<file path="src/rtl/tpba_pkg.sv">
// shared types, codes and reset constants of the two-pool bump allocator
package tpba_pkg;

  localparam int unsigned SLOT_COUNT_DEF = 64;

  localparam logic [31:0] FAST_START_RST = 32'h0300_0000;
  localparam logic [31:0] FAST_END_RST   = 32'h0300_7800;
  localparam logic [31:0] SLOW_START_RST = 32'h0200_0000;
  localparam logic [31:0] SLOW_END_RST   = 32'h0204_0000;

  // item kinds
  localparam logic [2:0] KIND_CACHED_FAST = 3'd0;
  localparam logic [2:0] KIND_CACHED_SLOW = 3'd1;
  localparam logic [2:0] KIND_FAST        = 3'd2;
  localparam logic [2:0] KIND_SLOW        = 3'd3;
  localparam logic [2:0] KIND_RESTART     = 3'd4;

  // configuration register indexes
  localparam logic [1:0] CFG_FAST_START = 2'd0;
  localparam logic [1:0] CFG_FAST_END   = 2'd1;
  localparam logic [1:0] CFG_SLOW_START = 2'd2;
  localparam logic [1:0] CFG_SLOW_END   = 2'd3;

  typedef struct packed {
    logic [2:0]  kind;
    logic [5:0]  slot;
    logic [23:0] request_bytes;
  } tpba_item_t;

  typedef struct packed {
    logic [31:0] address;
    logic        failed;
    logic        from_slot;
    logic [31:0] fast_left;
    logic [31:0] slow_left;
  } tpba_result_t;

  // slot table write request
  typedef struct packed {
    logic        en;
    logic [5:0]  slot;
    logic [31:0] data;
  } tpba_wr_t;

endpackage

</file>
<file path="src/rtl/tpba_slot_mem.sv">
// slot table memory with registered read, write forwarding and clearing sweep
module tpba_slot_mem import tpba_pkg::*; #(
  parameter int unsigned SLOT_COUNT = SLOT_COUNT_DEF
) (
  input  logic        clk_i,
  input  logic        rst_ni,
  input  logic        rd_en_i,
  input  logic [5:0]  rd_slot_i,
  input  tpba_wr_t    wr_i,
  input  logic        clear_i,
  output logic        clearing_o,
  output logic [31:0] rdata_o
);

  localparam int unsigned IDX_W = $clog2(SLOT_COUNT);

  logic [31:0]      mem [SLOT_COUNT];
  logic [31:0]      rdata_q;
  logic             clearing_q, clearing_d;
  logic [IDX_W-1:0] clr_cnt_q, clr_cnt_d;
  logic [IDX_W-1:0] rd_idx, wr_idx;

  assign rd_idx = IDX_W'(rd_slot_i);
  assign wr_idx = IDX_W'(wr_i.slot);

  always_comb begin
    clearing_d = clearing_q;
    clr_cnt_d  = clr_cnt_q;
    if (clear_i) begin
      clearing_d = 1'b1;
      clr_cnt_d  = '0;
    end else if (clearing_q) begin
      clr_cnt_d = clr_cnt_q + IDX_W'(1);
      if (clr_cnt_q == IDX_W'(SLOT_COUNT - 1)) begin
        clearing_d = 1'b0;
      end
    end
  end

  // sweep starts right out of reset
  always_ff @(posedge clk_i or negedge rst_ni) begin
    if (!rst_ni) begin
      clearing_q <= 1'b1;
      clr_cnt_q  <= '0;
    end else begin
      clearing_q <= clearing_d;
      clr_cnt_q  <= clr_cnt_d;
    end
  end

  always_ff @(posedge clk_i) begin
    if (clearing_q) begin
      mem[clr_cnt_q] <= '0;
    end else if (wr_i.en) begin
      mem[wr_idx] <= wr_i.data;
    end
  end

  // forward a same-cycle write to the following read
  always_ff @(posedge clk_i) begin
    if (rd_en_i) begin
      if (wr_i.en && wr_idx == rd_idx) begin
        rdata_q <= wr_i.data;
      end else begin
        rdata_q <= mem[rd_idx];
      end
    end
  end

  assign clearing_o = clearing_q;
  assign rdata_o    = rdata_q;

endmodule

</file>
<file path="src/rtl/two_pool_bump_allocator_core.sv">
// top level of the two-pool bump allocator with slot table
//
//  channel  | signals                                  | handshake
//  ---------+------------------------------------------+--------------------------
//  item     | start, busy, item_i                      | start & !busy
//  result   | done_o, result_o                         | done_o, one cycle, no stall
//  config   | cfg_valid_i, cfg_ready_o, cfg_index_i,   | cfg_valid_i & cfg_ready_o
//           | cfg_data_i                               |
//
// an item is registered together with its slot table read, worked in the next
// cycle and its result is registered into res_q and done_o; one item per cycle while busy is low.
// after reset and after every restart item the slot table is swept to zero,
// one entry a cycle; busy is high through the sweep and in the cycle a
// restart is worked. config is always ready. results cannot stall.
module two_pool_bump_allocator_core import tpba_pkg::*; #(
  parameter int unsigned SLOT_COUNT = SLOT_COUNT_DEF
) (
  input  logic         clk_i,
  input  logic         rst_ni,
  input  logic         start,
  output logic         busy,
  input  tpba_item_t   item_i,
  output logic         done_o,
  output tpba_result_t result_o,
  input  logic         cfg_valid_i,
  output logic         cfg_ready_o,
  input  logic [1:0]   cfg_index_i,
  input  logic [31:0]  cfg_data_i
);

  logic [31:0] fast_start_q, fast_end_q, slow_start_q, slow_end_q;
  logic [31:0] fast_next_q, fast_next_d, slow_next_q, slow_next_d;
  logic        in_valid_q;
  tpba_item_t  item_q;
  logic        done_q;
  tpba_result_t res_q, res_d;
  logic        accept;
  logic        clearing;
  logic        restart;
  logic [31:0] rdata;
  tpba_wr_t    wr;

  logic [24:0] size;
  logic [32:0] fast_sum, slow_sum;
  logic        fast_ok, slow_ok;
  logic        fast_first, cached, hit;

  assign cfg_ready_o = 1'b1;

  always_ff @(posedge clk_i or negedge rst_ni) begin
    if (!rst_ni) begin
      fast_start_q <= FAST_START_RST;
      fast_end_q   <= FAST_END_RST;
      slow_start_q <= SLOW_START_RST;
      slow_end_q   <= SLOW_END_RST;
    end else if (cfg_valid_i) begin
      unique case (cfg_index_i)
        CFG_FAST_START: fast_start_q <= cfg_data_i;
        CFG_FAST_END:   fast_end_q   <= cfg_data_i;
        CFG_SLOW_START: slow_start_q <= cfg_data_i;
        CFG_SLOW_END:   slow_end_q   <= cfg_data_i;
        default: ;
      endcase
    end
  end

  assign restart = in_valid_q && (item_q.kind == KIND_RESTART);
  assign busy    = clearing || restart;
  assign accept  = start && !busy;

  always_ff @(posedge clk_i or negedge rst_ni) begin
    if (!rst_ni) begin
      in_valid_q <= 1'b0;
    end else begin
      in_valid_q <= accept;
    end
  end

  always_ff @(posedge clk_i) begin
    if (accept) begin
      item_q <= item_i;
    end
  end

  tpba_slot_mem #(
    .SLOT_COUNT (SLOT_COUNT)
  ) u_slot_mem (
    .clk_i      (clk_i),
    .rst_ni     (rst_ni),
    .rd_en_i    (accept),
    .rd_slot_i  (item_i.slot),
    .wr_i       (wr),
    .clear_i    (restart),
    .clearing_o (clearing),
    .rdata_o    (rdata)
  );

  // round up to whole words; 33-bit sums keep the carry as no room
  assign size     = (25'(item_q.request_bytes) + 25'd3) & ~25'd3;
  assign fast_sum = {1'b0, fast_next_q} + 33'(size);
  assign slow_sum = {1'b0, slow_next_q} + 33'(size);
  assign fast_ok  = fast_sum < {1'b0, fast_end_q};
  assign slow_ok  = slow_sum < {1'b0, slow_end_q};

  assign fast_first = (item_q.kind == KIND_CACHED_FAST) || (item_q.kind == KIND_FAST);
  assign cached     = ((item_q.kind == KIND_CACHED_FAST) || (item_q.kind == KIND_CACHED_SLOW))
                      && (item_q.slot >= 6'd2) && (32'(item_q.slot) < SLOT_COUNT);
  assign hit        = cached && (rdata != '0);

  always_comb begin
    fast_next_d   = fast_next_q;
    slow_next_d   = slow_next_q;
    res_d.address   = '0;
    res_d.failed    = 1'b0;
    res_d.from_slot = 1'b0;
    wr.en   = 1'b0;
    wr.slot = item_q.slot;
    wr.data = '0;
    if (in_valid_q) begin
      case (item_q.kind) inside
        KIND_CACHED_FAST, KIND_CACHED_SLOW, KIND_FAST, KIND_SLOW: begin
          if (hit) begin
            res_d.address   = rdata;
            res_d.from_slot = 1'b1;
          end else if (fast_first && fast_ok) begin
            res_d.address = fast_next_q;
            fast_next_d   = fast_sum[31:0];
          end else if (slow_ok) begin
            res_d.address = slow_next_q;
            slow_next_d   = slow_sum[31:0];
          end else if (!fast_first && fast_ok) begin
            res_d.address = fast_next_q;
            fast_next_d   = fast_sum[31:0];
          end else begin
            res_d.failed = 1'b1;
          end
          wr.en   = cached && !hit && !res_d.failed;
          wr.data = res_d.address;
        end
        KIND_RESTART: begin
          fast_next_d = fast_start_q;
          slow_next_d = slow_start_q;
        end
        default: ;
      endcase
    end
    res_d.fast_left = fast_end_q - fast_next_d;
    res_d.slow_left = slow_end_q - slow_next_d;
  end

  always_ff @(posedge clk_i or negedge rst_ni) begin
    if (!rst_ni) begin
      fast_next_q <= FAST_START_RST;
      slow_next_q <= SLOW_START_RST;
      done_q      <= 1'b0;
    end else begin
      fast_next_q <= fast_next_d;
      slow_next_q <= slow_next_d;
      done_q      <= in_valid_q;
    end
  end

  always_ff @(posedge clk_i) begin
    if (in_valid_q) begin
      res_q <= res_d;
    end
  end

  assign done_o   = done_q;
  assign result_o = res_q;

endmodule

</file>
<file path="config.mk">
export PLATFORM = sky130hd
export DESIGN_NAME = two_pool_bump_allocator_core
export DESIGN_NICKNAME = d
export VERILOG_FILES = /design/src/rtl/tpba_pkg.sv /design/src/rtl/tpba_slot_mem.sv /design/src/rtl/two_pool_bump_allocator_core.sv
export SDC_FILE = /design/constraint.sdc
export NUM_CORES = 2
export LEC_CHECK = 0
export BUFFER_PORTS_ARGS = -buffer_cell sky130_fd_sc_hd__buf_2
export CAP_MARGIN = 10
export CORE_MARGIN = 2
export CORE_UTILIZATION = 50
export CTS_BUF_LIST = sky130_fd_sc_hd__clkbuf_4 sky130_fd_sc_hd__clkbuf_8
export CTS_CLUSTER_DIAMETER = 120
export CTS_CLUSTER_SIZE = 14
export DETAILED_ROUTE_END_ITERATION = 12
export GPL_TIMING_DRIVEN = 0
export PLACE_DENSITY_LB_ADDON = 0.08
export SETUP_SLACK_MARGIN = 0.02
export SLEW_MARGIN = 20
export SYNTH_ARGS = -nofsm -noshare
export SYNTH_HDL_FRONTEND = slang
export SYNTH_SLANG_ARGS = --single-unit
</file>
<file path="constraint.sdc">
create_clock -name clk_i -period 14 [get_ports clk_i]
set_clock_uncertainty 0.2 [all_clocks]
set_input_delay 1.4 -clock clk_i [delete_from_list [all_inputs] [get_ports clk_i]]
set_output_delay 1.4 -clock clk_i [all_outputs]
set_load 0.03 [all_outputs]
</file>
==> impl_metrics.yaml <==
outcome:
  status: "complete, no violations"
global_routing:
  grt_overflow: 0
  global_route_wire_length_before_repair_um: 404000
  pin_count_of_the_biggest_net_entering_global_routing: 93
  vias_in_the_first_global_route: 53310
  grt_usage: 0.283
  number_of_antenna_violations_at_the_first_check_in_global_routing: 14
hold_path:
  path_class_of_the_lowest_slack_min_delay_path: "input port to async pin"
yosys:
  register_bit_count_reported_by_yosys: 2412
  synth.yosys.seq_area_share: 0.714
  netlist_area_um2: 100000
  yosys_warnings: 0
  synth_enable_flop_cells: 2211
  synth_async_sr_flop_share: 0.0833
  postSynthCellCount: 5193
  synth_area_per_cell_um2: 19.3
  synthesis.nets: 5433
  dominantRegCellSynth: "sky130_fd_sc_hd__edfxtp_1"
  post_synth_num_cell_types: 89
timing:
  tightest_slew_ps: 1170
  fin_crit_ps: 13160
  timing.slew.headroom: 0.221
  finalCritPeriodShare: 0.940
  final_max_slew_viol_count: 0
  timing.final.setup_violations: 0
  timing.final.hold_violations: 0
  max_freq_mhz: 76.0
  timing.final.ws_setup_ps: 840
  rsz0062_at_grt: "false"
route:
  drt-met1-wl_um: 113000
  drt_first_iter_violations: 6092
  detail_route.drc_violations: 0
  length_of_routed_met3_wiring_um: 20000
  vias_per_cell: 6.24
  via_count: 53193
  met2_length_um: 141000
  routed.top_layer: "met5"
  final_antenna_net_count: 0
  totalWireLength_um: 287000
  1st_pass_router_iterations: 9
  route.detailed.wl_per_inst_um: 33.6
critical_path:
  endpoint_kind: "register"
  cp.buffers_inverters: 3
  critical_path_peak_fanout: 19
  crit_family: "compound AO/OA/AOI/OAI gates"
  worst-endpoint-required_ps: 14540
  critical_path_class: "register to register"
  critical_path.startpoint_type: "register"
  crit_arrival_ps: 13700
  reg2regPathDepth: 55
  max_stage_delay_ps: 460
  worst-path-stages: 55
  crit_top_cell: "sky130_fd_sc_hd__o21ai_0"
  critical-path-slowest-cell: "sky130_fd_sc_hd__a2111oi_4"
  r2r_slack_ps: 840
finish:
  finalNetCount: 6055
  layout_cell_share_with_drive_strength_beyond_1: 0.292
  areaGrowthSynthToFinish_pct: 11.9
  final_cell_mix: "sky130_fd_sc_hd__edfxtp_1 (2211), sky130_fd_sc_hd__mux4_2 (672), sky130_fd_sc_hd__nand2_1 (261), sky130_fd_sc_hd__clkbuf_8 (193), sky130_fd_sc_hd__dfrtp_1 (185)"
  final_cell_area_um2: 112000
  mostFrequentLayoutCell: "sky130_fd_sc_hd__edfxtp_1"
  core_utilization_of_the_finished_layout: 0.562
clock_network:
  numClockSinks: 2412
  cts.hold.buffers_added: 0
  cts_root_buffer: "sky130_fd_sc_hd__clkbuf_8"
  cts_buffers: 190
  htreeDepth: 4
  worstSkewPairLatency_ps: 1000
  clock_tree_from_tritoncts: "built"
  register_clock_pin_slew_on_the_reported_worst_setup_and_hold_paths_ps: 100
  clock_tree.buffer_depth: 3
floorplan:
  design.die.area_um2: 204000
  io-pin-count: 172
  initial_cell_density_of_the_core: 0.502
  fp-row-count: 164
  vertical_die_dimension_um: 451
  core_um2: 199000
  chipWidth_um: 451
placed_design:
  port_buffers: 170
  pre_cts_slack_ps: -2070
  gpl_congestion: 0.924
  placed_standard_cell_area_um2: 109000
  hpwl_um: 212000
power:
  power_density_nw_per_um2: 152
  irDropWorstVdd_v: 0.0000886
  total_leakage_power_uw: 0.0330
run:
  drv.max_cap_violation_count: 0
## per-layer routing
layer  track usage  vias to the layer above
li1              -                    22198
met4         0.114                        6
met3        0.0455                      446
met5             0                        -
met2         0.468                     2113
met1         0.379                    28430
## final timing paths
kind,start,end
worst max-delay path,item_q[2]$_DFFE_PP_,result_o[30]$_DFFE_PP_
worst min-delay path,rst_ni,fast_end_q[7]$_DFFE_PN0P_
worst max register to register,item_q[2]$_DFFE_PP_,result_o[30]$_DFFE_PP_
worst min register to register,fast_end_q[0]$_DFFE_PN0P_,fast_end_q[0]$_DFFE_PN0P_
max in group asynchronous,rst_ni,fast_start_q[29]$_DFFE_PN0P_
min in group clk_i,fast_end_q[0]$_DFFE_PN0P_,fast_end_q[0]$_DFFE_PN0P_
## synthesized netlist by cell type, types with 8 or more instances
master	instances	area, µm²
sky130_fd_sc_hd__a21oi_1	95	475
sky130_fd_sc_hd__o21bai_1	10	75.1
sky130_fd_sc_hd__o211ai_1	13	97.6
sky130_fd_sc_hd__nor2b_1	22	138
sky130_fd_sc_hd__edfxtp_1	2211	66400
sky130_fd_sc_hd__or2_2	10	62.6
sky130_fd_sc_hd__a222oi_1	32	320
sky130_fd_sc_hd__nor2_1	219	822
sky130_fd_sc_hd__and3_1	20	125
sky130_fd_sc_hd__xor2_1	45	394
sky130_fd_sc_hd__a21o_1	36	270
sky130_fd_sc_hd__nor4_1	15	93.8
sky130_fd_sc_hd__buf_1	58	218
sky130_fd_sc_hd__inv_1	166	623
sky130_fd_sc_hd__clkbuf_1	177	664
sky130_fd_sc_hd__dfstp_2	15	394
sky130_fd_sc_hd__nand3_1	41	205
sky130_fd_sc_hd__and2_1	30	188
sky130_fd_sc_hd__mux2i_1	26	260
sky130_fd_sc_hd__and4_1	11	96.3
sky130_fd_sc_hd__nand3b_1	8	60.1
sky130_fd_sc_hd__ha_1	165	2060
sky130_fd_sc_hd__o21a_1	42	315
sky130_fd_sc_hd__nor3_1	57	285
sky130_fd_sc_hd__o21ai_0	85	425
sky130_fd_sc_hd__nand2b_1	21	131
sky130_fd_sc_hd__a21boi_0	14	105
sky130_fd_sc_hd__nand4_1	17	106
sky130_fd_sc_hd__or3_1	8	50.1
sky130_fd_sc_hd__mux4_2	672	15100
sky130_fd_sc_hd__o22ai_1	36	225
sky130_fd_sc_hd__dfrtp_1	186	4650
sky130_fd_sc_hd__a31oi_1	17	106
sky130_fd_sc_hd__nand2_1	261	980
sky130_fd_sc_hd__mux2_2	142	1600
sky130_fd_sc_hd__xnor2_1	83	727
## flip-flops by register name, summed over array words and instances, names as in the netlist, 6 cells and up
signal and cells:
u_slot_mem.mem 2048, result_o 98, item_q 33, fast_end_q 32
fast_next_q 32, fast_start_q 32, slow_end_q 32, slow_next_q 32
slow_start_q 32, u_slot_mem.rdata_o 32, u_slot_mem.clr_cnt_q 6
## repair_timing
item | 4_1_cts | 5_1_grt
resized for setup | 17 | 17
setup buffers | 1 | 4
setup endpoints to repair | 21 | 20
cloned | 0 | 0
pin swaps | 1 | 1
## per-stage QoR
| stage | TNS, ps | cells | power [µW] | hold slack (ps) |
|---|---|---|---|---|
| after floorplan | 0 | 5193 | 11800 | 256 |
| after global placement | -9720440 | 8019 | 13300 | 289 |
| after detailed placement | -21910 | 8274 | 13500 | 294 |
| after CTS | 0 | 8513 | 17100 | 51.0 |
| after global routing | 0 | 8520 | 17800 | 106 |
| final | 0 | 8529 | 17000 | 128 |
## cell families (layout without fill, tap and decap cells)
logic type	Yosys count	after routing	share of synthesized area
compound gates	473	473	0.0331
simple gates	758	758	0.0349
buf+inv	408	1076	0.0155
flops	2412	2412	0.714
fa+ha+maj	172	172	0.0217
xor+xnor	129	129	0.0114
other cells	1	13	0.0000375
mux	840	840	0.170
## power breakdown
| part | switching (µW) | internal, µW |
|---|---|---|
| logic | 2780 | 1680 |
| clock network | 2280 | 1350 |
| registers | 339 | 8600 |
## area by class of cell
class / count / area (µm²)
well taps: 2656 / 3320
multi-input cells: 2373 / 28000
inverters: 166 / 623
clock buffers: 225 / 2900
fillers: 15278 / 87400
flip-flops and latches: 2412 / 71400
repair buffers: 432 / 4570
clock inverters: 13 / 150
diodes: 12 / 30.0
plain buffers: 240 / 985
Power figures use the tool's default switching activity.
